[config.mk]
export PLATFORM = sky130hd
export DESIGN_NAME = downlink_bit_packet_framer
export DESIGN_NICKNAME = d
export VERILOG_FILES = /design/src/dbpf_pkg.sv /design/src/dbpf_byte_build.sv /design/src/downlink_bit_packet_framer.sv
export VERILOG_INCLUDE_DIRS = /design/src /design/src/src
export SDC_FILE = /design/constraint.sdc
export NUM_CORES = 1
export LEC_CHECK = 0
export CELL_PAD_IN_SITES_DETAIL_PLACEMENT = 1
export CELL_PAD_IN_SITES_GLOBAL_PLACEMENT = 2
export CORE_ASPECT_RATIO = 0.75
export CORE_MARGIN = 2
export CORE_UTILIZATION = 35
export DETAILED_ROUTE_END_ITERATION = 8
export DONT_BUFFER_PORTS = 1
export GPL_ROUTABILITY_DRIVEN = 0
export PLACE_DENSITY = 0.76
export SYNTH_ARGS = -nofsm -noshare
export SYNTH_HDL_FRONTEND = slang
export SYNTH_SLANG_ARGS = --single-unit
[constraint.sdc]
create_clock -name clk -period 20.5 [get_ports clk]
set_input_delay 2.05 -clock clk [delete_from_list [all_inputs] [get_ports clk]]
set_output_delay 2.05 -clock clk [all_outputs]
set_load 0.005 [all_outputs]
[src/downlink_bit_packet_framer_macros.svh]
// assertion macros for the downlink bit packet framer
// used by the top level only; no other dependencies
`ifndef DOWNLINK_BIT_PACKET_FRAMER_MACROS_SVH
`define DOWNLINK_BIT_PACKET_FRAMER_MACROS_SVH

// same-cycle implication, disabled during reset
`define DBPF_ASSERT_NOW(label, clk, rst_n, ante, cons, msg) \
	label: assert property (@(posedge clk) disable iff (!rst_n) (ante) |-> (cons)) \
		else $error(msg);

// next-cycle implication, disabled during reset
`define DBPF_ASSERT_NEXT(label, clk, rst_n, ante, cons, msg) \
	label: assert property (@(posedge clk) disable iff (!rst_n) (ante) |=> (cons)) \
		else $error(msg);

`endif

[src/dbpf_pkg.sv]
// shared constants, types and helpers of the downlink bit packet framer
// no dependencies; used by dbpf_byte_build and the top level
`timescale 1ns / 1ps
`default_nettype none

package dbpf_pkg;

	localparam int unsigned DEF_MAX_FIELD_BITS = 64;
	localparam int unsigned PB_W = 13;

	localparam logic [PB_W-1:0] PACKET_BITS_RESET = 13'd560;
	localparam logic [PB_W-1:0] PACKET_BITS_MIN = 13'd16;
	localparam logic [PB_W-1:0] PACKET_BITS_MAX = 13'd4096;

	// result of forming one output byte
	typedef struct packed {
		logic [7:0] byte_val;
		logic hdr_in;
		logic [3:0] filled;
		logic [3:0] taken;
		logic [PB_W-1:0] pos_next;
	} step_t;

	// clamp the packet size and round it down to whole bytes
	function automatic logic [PB_W-1:0] eff_limit(input logic [PB_W-1:0] p);
		logic [PB_W-1:0] s;
		begin
			s = p;
			if (s < PACKET_BITS_MIN) begin
				s = PACKET_BITS_MIN;
			end
			if (s > PACKET_BITS_MAX) begin
				s = PACKET_BITS_MAX;
			end
			return {s[PB_W-1:3], 3'b000};
		end
	endfunction

endpackage

`default_nettype wire

[src/dbpf_byte_build.sv]
// forms the next output byte from the partial byte, header and field bits
// depends on dbpf_pkg
`timescale 1ns / 1ps
`default_nettype none

module dbpf_byte_build #(
	parameter int unsigned RW = 7
) (
	input logic [7:0] part,
	input logic [2:0] part_cnt,
	input logic start_hdr,
	input logic [dbpf_pkg::PB_W-1:0] pos,
	input logic [dbpf_pkg::PB_W-1:0] limit,
	input logic [RW-1:0] rem,
	input logic [7:0] data_top,
	output dbpf_pkg::step_t step
);

	logic [3:0] n;
	logic [dbpf_pkg::PB_W-1:0] a_raw;
	logic [dbpf_pkg::PB_W-1:0] a;
	logic [3:0] a4;
	logic hdr_exists;
	logic hdr_in;
	logic [RW:0] rp;
	logic [3:0] m;
	logic [3:0] taken;
	logic [7:0] slots;
	logic [2:0] idx;

	always_comb begin
		n = 4'd8 - {1'b0, part_cnt};
		a_raw = (pos >= limit) ? '0 : (limit - pos);
		a = start_hdr ? '0 : a_raw;
		a4 = a[3:0];
		hdr_exists = start_hdr || (dbpf_pkg::PB_W'(rem) > a);
		hdr_in = hdr_exists && (a < dbpf_pkg::PB_W'(n));
		rp = hdr_in ? ((RW+1)'(rem) + (RW+1)'(1)) : (RW+1)'(rem);
		m = (rp >= (RW+1)'(n)) ? n : rp[3:0];
		taken = hdr_in ? (m - 4'd1) : m;
		// slot j holds the j-th new bit, msb first
		for (int j = 0; j < 8; j++) begin
			idx = (hdr_in && (4'(j) > a4)) ? 3'(j - 1) : 3'(j);
			if (4'(j) >= m) begin
				slots[7-j] = 1'b0;
			end else if (hdr_in && (4'(j) == a4)) begin
				slots[7-j] = start_hdr;
			end else begin
				slots[7-j] = data_top[3'd7 - idx];
			end
		end
		step.byte_val = part | (slots >> part_cnt);
		step.hdr_in = hdr_in;
		step.filled = {1'b0, part_cnt} + m;
		step.taken = taken;
		step.pos_next = hdr_in ?
			(dbpf_pkg::PB_W'(1) + dbpf_pkg::PB_W'(taken) - dbpf_pkg::PB_W'(a4)) :
			(pos + dbpf_pkg::PB_W'(taken));
	end

endmodule

`default_nettype wire

[src/downlink_bit_packet_framer.sv]
// path: an accepted field is held in the input register; its bytes leave through the
// output byte register
// throughput: one byte per cycle unless byte_ready stalls the output; the next field
// is accepted in the cycle that the last bits of the current one are consumed
// reset: clears the control state, closes any frame, packet size returns to 560
`timescale 1ns / 1ps
`default_nettype none
`include "downlink_bit_packet_framer_macros.svh"

module downlink_bit_packet_framer #(
	parameter int unsigned MAX_FIELD_BITS = dbpf_pkg::DEF_MAX_FIELD_BITS,
	localparam int unsigned RW = $clog2(MAX_FIELD_BITS + 1)
) (
	input logic clk,
	input logic arst_n,
	input logic cfg_valid,
	output logic cfg_ready,
	input logic [dbpf_pkg::PB_W-1:0] packet_bits,
	input logic field_valid,
	output logic field_ready,
	input logic [MAX_FIELD_BITS-1:0] field_value,
	input logic [RW-1:0] field_width,
	input logic end_of_frame,
	output logic byte_valid,
	input logic byte_ready,
	output logic [7:0] frame_byte,
	output logic packet_first,
	output logic frame_last
);

	logic [dbpf_pkg::PB_W-1:0] limit_q;
	logic busy_q;
	logic frame_open_q;
	logic [7:0] part_q;
	logic [2:0] part_cnt_q;
	logic hdr_q;
	logic [dbpf_pkg::PB_W-1:0] pos_q;
	logic [MAX_FIELD_BITS-1:0] val_q;
	logic [RW-1:0] rem_q;
	logic end_q;
	logic out_valid_q;
	logic [7:0] out_byte_q;
	logic out_first_q;
	logic out_last_q;

	dbpf_pkg::step_t step;
	logic step_en;
	logic [RW-1:0] rem_next;
	logic done;
	logic full;
	logic emit;
	logic load;
	logic [RW-1:0] w_sat;

	dbpf_byte_build #(
		.RW(RW)
	) u_build (
		.part(part_q),
		.part_cnt(part_cnt_q),
		.start_hdr(!frame_open_q),
		.pos(pos_q),
		.limit(limit_q),
		.rem(rem_q),
		.data_top(val_q[MAX_FIELD_BITS-1 -: 8]),
		.step(step)
	);

	always_comb begin
		step_en = busy_q && (!out_valid_q || byte_ready);
		rem_next = rem_q - RW'(step.taken);
		done = (rem_next == '0);
		full = (step.filled == 4'd8);
		emit = full || (done && end_q && (step.filled != 4'd0));
		field_ready = !busy_q || (step_en && done);
		load = field_valid && field_ready;
		w_sat = (field_width > RW'(MAX_FIELD_BITS)) ? RW'(MAX_FIELD_BITS) : field_width;
	end

	assign cfg_ready = 1'b1;
	assign byte_valid = out_valid_q;
	assign frame_byte = out_byte_q;
	assign packet_first = out_first_q;
	assign frame_last = out_last_q;

	always_ff @(posedge clk or negedge arst_n) begin
		if (!arst_n) begin
			limit_q <= dbpf_pkg::PACKET_BITS_RESET;
		end else if (cfg_valid) begin
			limit_q <= dbpf_pkg::eff_limit(packet_bits);
		end
	end

	// input register: field bits kept msb-aligned, consumed from the top
	always_ff @(posedge clk or negedge arst_n) begin
		if (!arst_n) begin
			busy_q <= 1'b0;
		end else if (load) begin
			busy_q <= 1'b1;
		end else if (step_en && done) begin
			busy_q <= 1'b0;
		end
	end

	always_ff @(posedge clk) begin
		if (load) begin
			val_q <= field_value << (RW'(MAX_FIELD_BITS) - w_sat);
			rem_q <= w_sat;
			end_q <= end_of_frame;
		end else if (step_en) begin
			val_q <= val_q << step.taken;
			rem_q <= rem_next;
		end
	end

	// packing state
	always_ff @(posedge clk or negedge arst_n) begin
		if (!arst_n) begin
			frame_open_q <= 1'b0;
			part_q <= '0;
			part_cnt_q <= '0;
			hdr_q <= 1'b0;
			pos_q <= '0;
		end else if (step_en) begin
			if (done && end_q) begin
				frame_open_q <= 1'b0;
				part_q <= '0;
				part_cnt_q <= '0;
				hdr_q <= 1'b0;
				pos_q <= '0;
			end else if (full) begin
				frame_open_q <= 1'b1;
				part_q <= '0;
				part_cnt_q <= '0;
				hdr_q <= 1'b0;
				pos_q <= step.pos_next;
			end else begin
				frame_open_q <= 1'b1;
				part_q <= step.byte_val;
				part_cnt_q <= step.filled[2:0];
				hdr_q <= hdr_q | step.hdr_in;
				pos_q <= step.pos_next;
			end
		end
	end

	// output register
	always_ff @(posedge clk or negedge arst_n) begin
		if (!arst_n) begin
			out_valid_q <= 1'b0;
		end else if (step_en && emit) begin
			out_valid_q <= 1'b1;
		end else if (byte_ready) begin
			out_valid_q <= 1'b0;
		end
	end

	always_ff @(posedge clk) begin
		if (step_en && emit) begin
			out_byte_q <= step.byte_val;
			out_first_q <= hdr_q | step.hdr_in;
			out_last_q <= done && end_q;
		end
	end

	`DBPF_ASSERT_NOW(a_fresh_frame, clk, arst_n, busy_q && !frame_open_q,
		(pos_q == '0) && (part_cnt_q == 3'd0) && !hdr_q, "frame starts with stale state")
	`DBPF_ASSERT_NOW(a_taken_bound, clk, arst_n, step_en,
		RW'(step.taken) <= rem_q, "more field bits consumed than remain")
	`DBPF_ASSERT_NEXT(a_frame_close, clk, arst_n, step_en && done && end_q,
		!frame_open_q && (part_cnt_q == 3'd0), "frame end left open state")

endmodule

`default_nettype wire

* Word-level counts from Yosys, hierarchy flattened
Index checks and enable logic that the tools add are counted.
** Operators by class
- Order comparisons :: 31
- Reductions and logical operators :: 36
- Shift operators :: 3
- Equality and inequality tests :: 8
- Bitwise gates (word level) :: 2
- Mux-type cells :: 66
- Add/sub/neg operators :: 18
** Operators with widths (number)
- $mux W64 :: 2
- $mux W13 :: 7
- $shl A64 B4 Y64 :: 1
- $shl A64 B7 Y64 :: 1
- $mux W1 :: 35
- $lt A3 B4 Y1 const B :: 8
- $bmux W1 S3 :: 8
- $mux W8 :: 3
- $sub A3 B3 Y3 const A :: 8
- $logic_and A1 B1 Y1 :: 23
- $mux W7 :: 3
- $eq A3 B4 Y1 const A :: 4
- $ge A3 B4 Y1 const A :: 4
- $gt A3 B4 Y1 const A :: 4
- $add A13 B4 Y13 :: 1
- $ge A13 B13 Y1 :: 1
- $gt A13 B13 Y1 const B :: 1
- $gt A7 B13 Y1 :: 1
- $lt A13 B4 Y1 :: 1
- $lt A13 B5 Y1 const B :: 1
- $sub A13 B13 Y13 :: 1
- $sub A13 B4 Y13 :: 1
- $mux W3 :: 4
- $add A7 B1 Y8 const B :: 1
- other kinds (26) :: 40
** Word-level totals
- Word-level logic and storage cells :: 178
- Input bits :: 90
- Flip-flop bits (word level) :: 120
- Output and inout bits :: 13

* Depth between registers and ports, before layout
Gate-level depths: netlist (run 1).
- Depth after elaboration :: 18
- Mapped depth :: 49
- Gate-level depth less buffers :: 40

* Modules after synthesis
From an unflattened synthesis (run 1), not the netlist that was laid out.
** Unflattened totals
- Cells, all modules :: 1688
- Area total of the unflattened synthesis :: 14777.9 um^2
** By module, submodules not included
- downlink_bit_packet_framer :: cells each 1244, times used 1, area each 11697.5 um^2, seq. area each 3417.0 um^2
- dbpf_byte_build :: cells each 444, times used 1, area each 3080.5 um^2, seq. area each 0.0 um^2

* Worst setup path before layout (run 1)
OpenSTA, ideal clock, no wires.
- Path type :: reg-to-reg
- From :: register pos_q[3] in the netlist's numbering
- To :: register rem_q[0], enable pin
- Setup slack :: 8.761 ns
- Library setup time :: 0.429 ns
- Stages on the path, launching flop included :: 47
- Period minus slack after synthesis :: 11.739 ns
- Required time :: 20.071 ns
- Arrival :: 11.311 ns
- Path buffers :: 8
- Cells stage by stage :: dfrtp_1 -> inv_1 -> ha_1 -> or4b_4 -> a21oi_2 -> a31oi_1 -> o21a_1 -> nor2_1 -> clkbuf_1 -> nand2_1 -> inv_1 -> ha_1 -> a21o_1 -> a21o_1 -> a2111oi_0 -> o31a_1 -> o221a_4 -> clkbuf_1 -> [... 11 more ...] -> clkbuf_1 -> mux2i_1 -> inv_2 -> clkbuf_1 -> ha_1 -> inv_1 -> fa_1 -> or4_1 -> o21ai_0 -> nand4_1 -> mux2i_1 -> a21oi_1 -> a21o_1 -> a221oi_2 -> o21ai_1 -> buf_4 -> buf_2 -> nand2_1
** Between the ends
- Word-level cells in the longest chain between the ends :: 17
- Elaborated cells on any way between the ends :: 19
- Classes of those cells :: add/sub (3); order compare (4); mux (5); reduce/logical (7)
** RTL lines
- start, declared :: RTL line downlink_bit_packet_framer.sv:37 : logic [dbpf_pkg::PB_W-1:0] pos_q;
- start signal, assigned :: RTL line downlink_bit_packet_framer.sv:135 : pos_q <= step.pos_next;
- start signal, assigned :: RTL line downlink_bit_packet_framer.sv:141 : pos_q <= step.pos_next;
- $sub A13 B13 Y13 / $ge A13 B13 Y1 (equally long branches) :: RTL line dbpf_byte_build.sv:33 : a_raw = (pos >= limit) ? '0 : (limit - pos);
- $mux W13 (*) :: RTL line dbpf_byte_build.sv:33
- $mux W13 (*) :: RTL line dbpf_byte_build.sv:34 : a = start_hdr ? '0 : a_raw;
- $gt A7 B13 Y1 :: RTL line dbpf_byte_build.sv:36 : hdr_exists = start_hdr || (dbpf_pkg::PB_W'(rem) > a);
- $logic_or A1 B1 Y1 :: RTL line dbpf_byte_build.sv:36
- $logic_and A1 B1 Y1 (*) :: RTL line dbpf_byte_build.sv:37 : hdr_in = hdr_exists && (a < dbpf_pkg::PB_W'(n));
- $mux W8 :: RTL line dbpf_byte_build.sv:38 : rp = hdr_in ? ((RW+1)'(rem) + (RW+1)'(1)) : (RW+1)'(rem);
- $ge A8 B4 Y1 :: RTL line dbpf_byte_build.sv:39 : m = (rp >= (RW+1)'(n)) ? n : rp[3:0];
- $mux W4 :: RTL line dbpf_byte_build.sv:39
- $sub A4 B1 Y4 :: RTL line dbpf_byte_build.sv:40 : taken = hdr_in ? (m - 4'd1) : m;
- $mux W4 (*) :: RTL line dbpf_byte_build.sv:40
- $sub A7 B4 Y7 (*) :: RTL line downlink_bit_packet_framer.sv:70 : rem_next = rem_q - RW'(step.taken);
- $logic_not A7 Y1 (*) :: RTL line downlink_bit_packet_framer.sv:71 : done = (rem_next == '0);
- $logic_and A1 B1 Y1 (*) :: RTL line downlink_bit_packet_framer.sv:74 : field_ready = !busy_q || (step_en && done);
- $logic_or A1 B1 Y1 (*) :: RTL line downlink_bit_packet_framer.sv:74
- $logic_and A1 B1 Y1 (*) :: RTL line downlink_bit_packet_framer.sv:75 : load = field_valid && field_ready;
- $reduce_bool A2 Y1 (no source line) (*)
- end signal, assigned :: RTL line downlink_bit_packet_framer.sv:107 : rem_q <= w_sat;
- end signal, assigned :: RTL line downlink_bit_packet_framer.sv:111 : rem_q <= rem_next;
- end, declared :: RTL line downlink_bit_packet_framer.sv:39 : logic [RW-1:0] rem_q;
Every way passes the cells marked *; elsewhere a longest branch is shown, timed or not.
A chain may end at the register's enable or synchronous reset.

* Worst setup path in the final report (run 1)
- From :: register pos_q[3] in the netlist's numbering
- To :: output port field_ready
** Between the ends
- Word-level cells in the longest chain between the ends :: 15
- Elaborated cells on any way between the ends :: 17
- Classes of those cells :: add/sub (3); order compare (4); mux (5); reduce/logical (5)
** RTL lines
- $sub A13 B13 Y13 / $ge A13 B13 Y1 (equally long branches) :: RTL line dbpf_byte_build.sv:33
- $mux W13 (*) :: RTL line dbpf_byte_build.sv:33
- $mux W13 (*) :: RTL line dbpf_byte_build.sv:34
- $gt A7 B13 Y1 :: RTL line dbpf_byte_build.sv:36
- $logic_or A1 B1 Y1 :: RTL line dbpf_byte_build.sv:36
- $logic_and A1 B1 Y1 (*) :: RTL line dbpf_byte_build.sv:37
- $mux W8 :: RTL line dbpf_byte_build.sv:38
- $ge A8 B4 Y1 :: RTL line dbpf_byte_build.sv:39
- $mux W4 :: RTL line dbpf_byte_build.sv:39
- $sub A4 B1 Y4 :: RTL line dbpf_byte_build.sv:40
- $mux W4 (*) :: RTL line dbpf_byte_build.sv:40
- $sub A7 B4 Y7 (*) :: RTL line downlink_bit_packet_framer.sv:70
- $logic_not A7 Y1 (*) :: RTL line downlink_bit_packet_framer.sv:71
- $logic_and A1 B1 Y1 (*) :: RTL line downlink_bit_packet_framer.sv:74
- $logic_or A1 B1 Y1 (*) :: RTL line downlink_bit_packet_framer.sv:74
- end, declared :: RTL line downlink_bit_packet_framer.sv:20 : output logic field_ready,
Marked as above.

==> results by stage, run 1 <==
Clock network:
- The clock tree buffer depth is 2.
- For this design, the CTS-stage hold fixing added 0 buffers.
- The H-tree was split into 4 levels.
- The CTS buffer count is 17.
- The post-cts gate resize count is 0.
- At the later pin of the worst-skew pair, clock insertion delay measures 0.44 ns.
- Clock tree synthesis found a total of 120 sinks.
- The number of buffers inserted to repair setup after CTS is 0.
- TritonCTS built the clock tree.
- The clock root buffer is sky130_fd_sc_hd__clkbuf_16.
- After clock tree synthesis, the clock-pin slew on the worst setup and hold paths is about 0.060 ns.

Logic synthesis:
- Synthesis inferred 120 register bits.
- The average cell area after synthesis is 9.02 um2.
- The number of enable flip-flop cells after synthesis is just over 80.
- Yosys printed 0 warnings.
- Among all flip-flop cells after synthesis, the most frequent one is sky130_fd_sc_hd__edfxtp_1.
- Sequential elements use 23.4% of the synthesized area.
- The share of flip-flops with an asynchronous set or reset is a little under a third.
- In the synthesized netlist, the number of instances is 1619.
- The mapped netlist covers between 10000 and 15000 um2.
- The number of distinct library cells after synthesis is 86.
- The net count after synthesis is between 1500 and 2000.

Drt:
- The post-route antenna net violation count is 0.
- Dividing the detail-routed via count by the number of cells gives around 6.0.
- The overall routed net length is 51700 um.
- The detailed router finished its first iteration with between 1000 and 1500 violations.
- The routed length per placed instance is around 24 um.
- The total number of vias is 12800.
- The first-pass detailed-route iteration total is 5.
- In the routed design, unresolved DRC markers number 0.

Setup path:
- The critical path contains buffers and inverters numbering 3 combined.
- The number of cells on the critical path is 37.
- The kind of critical path is reg2out.
- STA classifies the critical path startpoint as a flip-flop.
- Counting stages on the worst path, the most repeated cell is sky130_fd_sc_hd__a21o_1.
- The largest driver fanout on the critical path is 32.
- Data on the critical path is required at its endpoint by 18.45 ns.
- The endpoint arrival time on the critical path is 10.95 ns.
- On the critical path, the stage with the largest delay is an instance of sky130_fd_sc_hd__a211oi_1.
- The length in cells of the worst reg-to-reg path is 38.
- The kind of cell with the highest combined delay along the critical path is compound AO/OA/AOI/OAI gates.
- The critical path endpoint category is a primary output.
- The capture instance of the worst register-to-register path is rem_q[6]$_DFFE_PP_.
- The slack of the worst reg-to-reg path is ~8.4 ns.
- The delay contributed by the slowest stage of the critical path is 0.60 ns.
- The startpoint of the worst register-to-register path is pos_q[3]$_DFFE_PN0P_.

Timing:
- Across the routed clock network, the largest skew measured is about 0.013 ns.
- Setup repair after global routing left no endpoint under its margin.
- The final cycle utilization of the critical path is approximately 63%.
- The final number of hold-violating endpoints was 0.
- Measured against its own limit, the worst slew margin works out to about a quarter.
- The max-slew violation total from the final report came to 0.
- The highest clock frequency the design can meet is just under 0.08 GHz.
- At the pin with the least slew margin, the transition time is around 1.1 ns.
- In the final timing run, aggregate negative setup slack is 0 ns.
- The number of endpoints failing setup at the final stage is 0.
- The final critical path time including I/O delays and setup is ~13 ns.

Outcome:
- The flow ran to the end, and the final reports show no timing, DRC or antenna violations.

Layout:
- The count of inserted antenna diode cells is 0.
- Relative to the synthesized area, the layout overhead comes to 6.71%.
- The net count of the finished layout is between 1500 and 2000.
- After filler insertion, the fill cell instance count of the layout stands at 4790.
- The share of cells above drive strength 1 is under 10%.

GRT:
- The first-pass GRT wire length is roughly 80000 um.
- Entering global routing, the biggest net connects 70 pins.
- The number of antenna violations at the first check in global routing is 1.
- Global routing used between 20% and 30% of the available tracks across all layers.
- The via count of the first global-routing pass is approximately 13000.
- The total congestion overflow is 0.

Job:
- Across the run, the number of max-cap violations was 0.

Min path:
- The instance count along the most critical hold path is 2.
- The destination of the worst hold path is limit_q[5]$_DFFE_PN1P_.
- The tightest min-delay check is of the reg2reg type.
- The worst hold path begins at limit_q[5]$_DFFE_PN1P_.

Placement:
- The detailed-placement wirelength estimate is 40200 um.
- The port buffer count is 0.

Floorplanning:
- The count of standard-cell rows is between 60 and 70.
- Pin placement for this block handled 103 I/O pins.
- The standard cell core area is slightly above 40000 um2.
- The die boundary width is approximately 240 um.
- In this run the vertical extent of the chip is between 150 and 200 um.
- For this configuration, the core starts out at a cell density of a little over a third.
- The die area is between 40000 and 50000 um2.
worst max path at each step:
| stage | startpoint | end | slack, ns |
|---|---|---|---|
| final | pos_q[3]$_DFFE_PN0P_ | field_ready | 7.50 |
| after global routing | pos_q[3]$_DFFE_PN0P_ | field_ready | 6.71 |
| after CTS | pos_q[3]$_DFFE_PN0P_ | field_ready | 7.60 |
| after detailed placement | pos_q[3]$_DFFE_PN0P_ | field_ready | 8.10 |
| after global placement | pos_q[3]$_DFFE_PN0P_ | field_ready | 8.65 |
| after floorplan | pos_q[3]$_DFFE_PN0P_ | rem_q[0]$_DFFE_PP_ | 8.76 |
state kept, by name, indices dropped and copies added (netlist names):
register      count
busy_q            1
byte_valid        1
end_q             1
frame_byte        8
frame_last        1
frame_open_q      1
hdr_q             1
limit_q          10
packet_first      1
part_cnt_q        3
part_q            8
pos_q            13
rem_q             7
val_q            64
cell usage after synthesis, types with 5 or more instances:
cell,instances,area share [%]
sky130_fd_sc_hd__and2_1,9,0.39
sky130_fd_sc_hd__and3_1,19,0.81
sky130_fd_sc_hd__nand3_1,42,1.4
sky130_fd_sc_hd__a21o_1,24,1.2
sky130_fd_sc_hd__mux2_1,22,1.7
sky130_fd_sc_hd__xor2_1,7,0.42
sky130_fd_sc_hd__inv_1,55,1.4
sky130_fd_sc_hd__edfxtp_1,82,17
sky130_fd_sc_hd__or3_1,8,0.34
sky130_fd_sc_hd__o21ai_1,8,0.27
sky130_fd_sc_hd__nor3_1,26,0.89
sky130_fd_sc_hd__buf_1,19,0.49
sky130_fd_sc_hd__mux2i_1,454,31
sky130_fd_sc_hd__a21oi_1,91,3.1
sky130_fd_sc_hd__a22o_1,9,0.54
sky130_fd_sc_hd__a2bb2oi_1,6,0.36
sky130_fd_sc_hd__o21ai_0,41,1.4
sky130_fd_sc_hd__or2_2,5,0.21
sky130_fd_sc_hd__o21a_1,5,0.26
sky130_fd_sc_hd__a31oi_1,9,0.39
sky130_fd_sc_hd__o211ai_1,12,0.62
sky130_fd_sc_hd__nor2_1,81,2.1
sky130_fd_sc_hd__a211oi_1,28,1.4
sky130_fd_sc_hd__dfrtp_1,35,6.0
sky130_fd_sc_hd__buf_2,25,0.86
sky130_fd_sc_hd__a32o_1,9,0.62
sky130_fd_sc_hd__mux2_2,14,1.1
sky130_fd_sc_hd__a22oi_1,10,0.51
sky130_fd_sc_hd__buf_4,6,0.31
sky130_fd_sc_hd__nand4_1,12,0.51
sky130_fd_sc_hd__nand2b_1,19,0.81
sky130_fd_sc_hd__clkbuf_1,66,1.7
sky130_fd_sc_hd__inv_2,5,0.13
sky130_fd_sc_hd__mux2_4,23,2.4
sky130_fd_sc_hd__a211o_1,8,0.48
sky130_fd_sc_hd__o22ai_1,23,0.99
sky130_fd_sc_hd__o31ai_1,6,0.31
sky130_fd_sc_hd__a311oi_1,8,0.48
sky130_fd_sc_hd__nor2b_1,10,0.43
sky130_fd_sc_hd__ha_1,43,3.7
sky130_fd_sc_hd__nand2_1,131,3.4
sky130_fd_sc_hd__or4_1,5,0.26
sky130_fd_sc_hd__xnor2_1,23,1.4
worst register-to-register path: cells and delay by family, from the launching register on:
kind / cells / cell delay, ns
multiplexers: 3 / 1.06
XOR/XNOR: 1 / 0.21
buffers and inverters: 5 / 1.78
flip-flops: 1 / 0.41
AO/OA/AOI/OAI: 17 / 5.08
AND/OR/NAND/NOR: 8 / 2.09
adder cells (fa/ha/maj): 4 / 1.25
logic make-up (layout without fill, tap and decap cells):
group           after synthesis  after routing  share of synthesized area, %
xor+xnor                     30             30                          1.80
compound gates              334            334                          15.6
fa+ha+maj                    49             49                          4.37
mux                         517            517                          36.9
buf+inv                     180            118                          5.15
simple gates                388            388                          12.8
flops                       120            120                          23.4
other cells                   1              1                        0.0257
area by class of cell:
type                            count  area [um2]  area share, %
Tap cell                          561         702           4.51
Clock buffer                       18         429           2.76
Timing Repair Buffer               25         188           1.20
Multi-Input combinational cell   1319       10500           67.4
Clock inverter                     14         110          0.707
Sequential cell                   120        3420           21.9
Inverter                           61         231           1.49
layout by cell type, fill, tap and decap left out, types with 6 or more instances in the layout:
| master | Yosys | routed |
|---|---|---|
| sky130_fd_sc_hd__o211ai_1 | 12 | 12 |
| sky130_fd_sc_hd__mux2_2 | 14 | 14 |
| sky130_fd_sc_hd__a211o_1 | 8 | 8 |
| sky130_fd_sc_hd__o21ai_1 | 8 | 7 |
| sky130_fd_sc_hd__a311oi_1 | 8 | 8 |
| sky130_fd_sc_hd__nor3_1 | 26 | 26 |
| sky130_fd_sc_hd__nand3_1 | 42 | 42 |
| sky130_fd_sc_hd__o31ai_1 | 6 | 6 |
| sky130_fd_sc_hd__clkinv_2 | 0 | 7 |
| sky130_fd_sc_hd__nand2b_1 | 19 | 18 |
| sky130_fd_sc_hd__mux2_1 | 22 | 22 |
| sky130_fd_sc_hd__buf_4 | 6 | 25 |
| sky130_fd_sc_hd__nor2_1 | 81 | 80 |
| sky130_fd_sc_hd__xor2_1 | 7 | 6 |
| sky130_fd_sc_hd__xnor2_1 | 23 | 22 |
| sky130_fd_sc_hd__a31oi_1 | 9 | 9 |
| sky130_fd_sc_hd__a21oi_1 | 91 | 91 |
| sky130_fd_sc_hd__a22oi_1 | 10 | 10 |
| sky130_fd_sc_hd__edfxtp_1 | 82 | 82 |
| sky130_fd_sc_hd__clkbuf_16 | 0 | 17 |
| sky130_fd_sc_hd__and2_1 | 9 | 8 |
| sky130_fd_sc_hd__and3_1 | 19 | 19 |
| sky130_fd_sc_hd__a22o_1 | 9 | 9 |
| sky130_fd_sc_hd__nor2b_1 | 10 | 8 |
| sky130_fd_sc_hd__a32o_1 | 9 | 9 |
| sky130_fd_sc_hd__dfrtp_1 | 35 | 35 |
| sky130_fd_sc_hd__o21ai_0 | 41 | 41 |
| sky130_fd_sc_hd__a2bb2oi_1 | 6 | 6 |
| sky130_fd_sc_hd__inv_1 | 55 | 55 |
| sky130_fd_sc_hd__a21o_1 | 24 | 24 |
| sky130_fd_sc_hd__mux2_4 | 23 | 23 |
| sky130_fd_sc_hd__nand2_1 | 131 | 130 |
| sky130_fd_sc_hd__o22ai_1 | 23 | 23 |
| sky130_fd_sc_hd__nand4_1 | 12 | 12 |
| sky130_fd_sc_hd__a211oi_1 | 28 | 28 |
| sky130_fd_sc_hd__or3_1 | 8 | 8 |
| sky130_fd_sc_hd__ha_1 | 43 | 42 |
| sky130_fd_sc_hd__mux2i_1 | 454 | 454 |
metrics by stage:
step / util (%) / hold WS, ns / setup slack, ns / instances / cell area [um2]
2_1_floorplan: - / 0.451 / 8.76 / 1619 / 14600
3_3_place_gp: 36.7 / 0.468 / 8.65 / 2086 / 15000
3_5_place_dp: 36.7 / 0.479 / 8.10 / 2086 / 15000
4_1_cts: 38.0 / 0.483 / 7.60 / 2118 / 15600
5_1_grt: 38.0 / 0.511 / 6.71 / 2118 / 15600
6_report: 38.0 / 0.480 / 7.50 / 2118 / 15600
routing by layer:
layer	vias to the layer above	wire [um]	GRT usage, %
li1	5963	-	-
met1	6462	26400	36.7
met2	347	20900	33.2
met3	28	3930	6.86
met4	2	458	3.38
met5	-	13	0
Power of run 1 is left out: the tool's default activity adds up to more than one toggle a clock period on the data nets, which glitch-free logic cannot reach.
==> run 2, diff against run 1 <==
PLACE_DENSITY = 0.79   (was 0.76)
clock period = 11.8 ns   (was 20.5 ns; I/O delays follow)
==> results by stage, run 2 (synthesized netlist as in run 1, its figures left out) <==
Outcome:
- The run finished with clean final reports.

Timing:
- The final number of hold-violating endpoints is 0 (unchanged).
- The remaining max-slew budget at the tightest pin is 25.3% (+0.98 points).
- The transition at the pin with the smallest max-transition slack is 1.12 ns (-0.0147 ns).
- The number of endpoints failing setup at the final stage was 0 (unchanged).
- The max-slew violation total from the final report came to 0 (unchanged).
- The final setup skew came to 0.0176 ns (+0.00495 ns).
- The total negative setup slack was 0 ns (unchanged).
- The final critical path time including I/O delays and setup is about 11 ns.
- Derived from the worst setup path, the maximum achievable clock frequency is 0.0912 GHz.
- Setup repair after global routing left no endpoint under its margin.
- In the finished design, the share of the clock period the worst path needs comes to a little over 90%.

Drt:
- The routed length per placed instance was 24.1 um (-1.4%).
- The vias per cell is 6.02 (-0.34%).
- The total number of vias was 12800 (+0.039%).
- The post-route antenna net violation count is 0 (unchanged).
- The number of remaining DRC errors is 0 (unchanged).
- The first-pass detailed-route iteration total is 5 (unchanged).
- The overall routed net length came to 51200 um (-1.0%).
- The count of routing violations after the opening detailed-route iteration is 1083 (-8.2%).

Layout:
- The register with the highest flop count is val_q.
- The share of cells above drive strength 1 was 9.20% (+0.79 points).
- The number of flip-flops in the largest register is 64 (unchanged).
- Compared with the post-synthesis result, the final layout area differs by 7.71%.
- The number of fillers in the final layout is 4773 (-0.35%).
- The cell area after layout is 15700 um2 (+0.94%).
- The largest registers in the layout are val_q (64), pos_q (13), limit_q (10).
- The share of the core filled with cells came to 38.4% (+0.36 points).
- The count of inserted antenna diode cells is 0 (unchanged).
- The number of nets in the layout was 1689 (+0.48%).
- The most common cell after layout, fill and taps aside is sky130_fd_sc_hd__mux2i_1.
- Leaving out fill and tap cells, the most frequent cells in the layout are sky130_fd_sc_hd__mux2i_1 (454), sky130_fd_sc_hd__nand2_1 (130), sky130_fd_sc_hd__a21oi_1 (91).

Job:
- The reported max-cap violation count is 0 (unchanged).

GRT:
- The first-pass GRT wire length is 78400 um (-2.1%).
- The number of antenna violations at the first check in global routing is 0 (-1).
- The total congestion overflow came to 0 (unchanged).
- The via count of the first global-routing pass is 12900 (-1.6%).
- The largest net degree at the start of global routing is 71 (+1.4%).
- The overall fraction of global-route tracks in use came to 23.4% (-0.47 points).

Floorplanning:
- The die boundary width is 240 um (unchanged).
- The count of standard-cell rows is 64 (unchanged).
- The starting density of the core is 35.6% (unchanged).
- The standard cell core area is 41000 um2 (unchanged).
- The die area is 43400 um2 (unchanged).
- The height of the die was 181 um (unchanged).
- The number of primary I/O pins is 103 (unchanged).

Setup path:
- The largest driver fanout on the critical path is 16 (-50%).
- The critical path endpoint category is a primary output.
- The endpoint arrival time on the critical path is 9.79 ns (-1.16 ns).
- Among the stages of the critical path, the cell type that occurs most often is sky130_fd_sc_hd__a21o_1.
- The delay contributed by the slowest stage of the critical path is 0.52 ns (-0.08 ns).
- The slack of the worst reg-to-reg path is 1.33 ns (-7.03 ns).
- The length in cells of the worst reg-to-reg path was 38 (unchanged).
- The critical path required time is 10.62 ns (-7.83 ns).
- By startpoint and endpoint, the worst setup path is classified as reg2out.
- The critical path's slowest cell is sky130_fd_sc_hd__or4b_4.
- The kind of launch point of the worst setup path is a flip-flop.

Clock network:
- The clock latency at the later pin of the worst-skew pair came to 0.46 ns (+0.02 ns).
- The number of clock sinks came to 120 (unchanged).
- The clock slew seen by the registers of the worst setup and hold paths is 0.06 ns (about the same).
- The CTS H-tree depth is 4 (unchanged).
- TritonCTS built the clock tree.
- The cell sitting at the root of the clock tree is a sky130_fd_sc_hd__clkbuf_16.
- The CTS buffer count is 17 (unchanged).
- The clock tree buffer depth is 2 (unchanged).

Min path:
- The path category of the worst min-delay check is in2async.

Placement:
- The cell area reported after detailed placement is 15100 um2 (+0.12%).
- The port buffer count is 0 (unchanged).
- The detailed-placement wirelength estimate is 39600 um (-1.3%).
## run 2: path summary, 6_finish.rpt
path / to / from
worst max-delay path: field_ready / pos_q[3]$_DFFE_PN0P_
worst min-delay path: limit_q[8]$_DFFE_PN0P_ / arst_n
worst max register to register: val_q[4]$_DFFE_PP_ / pos_q[3]$_DFFE_PN0P_
worst min register to register: limit_q[9]$_DFFE_PN1P_ / limit_q[9]$_DFFE_PN1P_
max in group asynchronous: limit_q[4]$_DFFE_PN1P_ / arst_n
min in group clk: limit_q[9]$_DFFE_PN1P_ / limit_q[9]$_DFFE_PN1P_
## run 2: per-layer routing
metal | track usage (%) | part of all wire [%] | wire, um
met3 | 6.23 | 6.8 | 3490
met5 | 0 | 0 | 0
met2 | 32.5 | 41 | 20900
met1 | 35.6 | 51 | 26100
met4 | 5.12 | 1.5 | 750
## run 2: area by class of cell
type | count | area, um2 | share of cell area, %
multi-input cells | 1320 | 10500 | 66.9
flip-flops and latches | 120 | 3420 | 21.7
well taps | 561 | 702 | 4.46
clock buffers | 17 | 425 | 2.71
repair buffers | 32 | 253 | 1.61
inverters | 61 | 231 | 1.47
clock inverters | 15 | 178 | 1.13
## run 2: worst max-delay path, delay by kind of cell, from the launching register on
kind	cells	cell delay, ns
muxes	1	0.19
AOI/OAI and AO/OA	18	4.34
buffers and inverters	3	0.36
DFF	1	0.41
and+or+nand+nor	10	2.64
adders and majority gates	4	1.17
xor gates and xnor gates	1	0.20
## run 2: what timing repair did
action / CTS / global route
buffers inserted: 0 / 6
resized for setup: 0 / 3
setup endpoints to repair: 0 / 78
hold buffers: 0 / 0
## run 2: stage by stage
stage	worst slack (ns)	hold WS [ns]	cells
after floorplan	0.0605	0.451	1619
after global placement	1.05	0.468	2087
after detailed placement	0.613	0.471	2087
after CTS	0.0635	0.400	2119
after global routing	0.112	0.401	2126
final	0.830	0.425	2126
Power of run 2 is left out for the same reason.
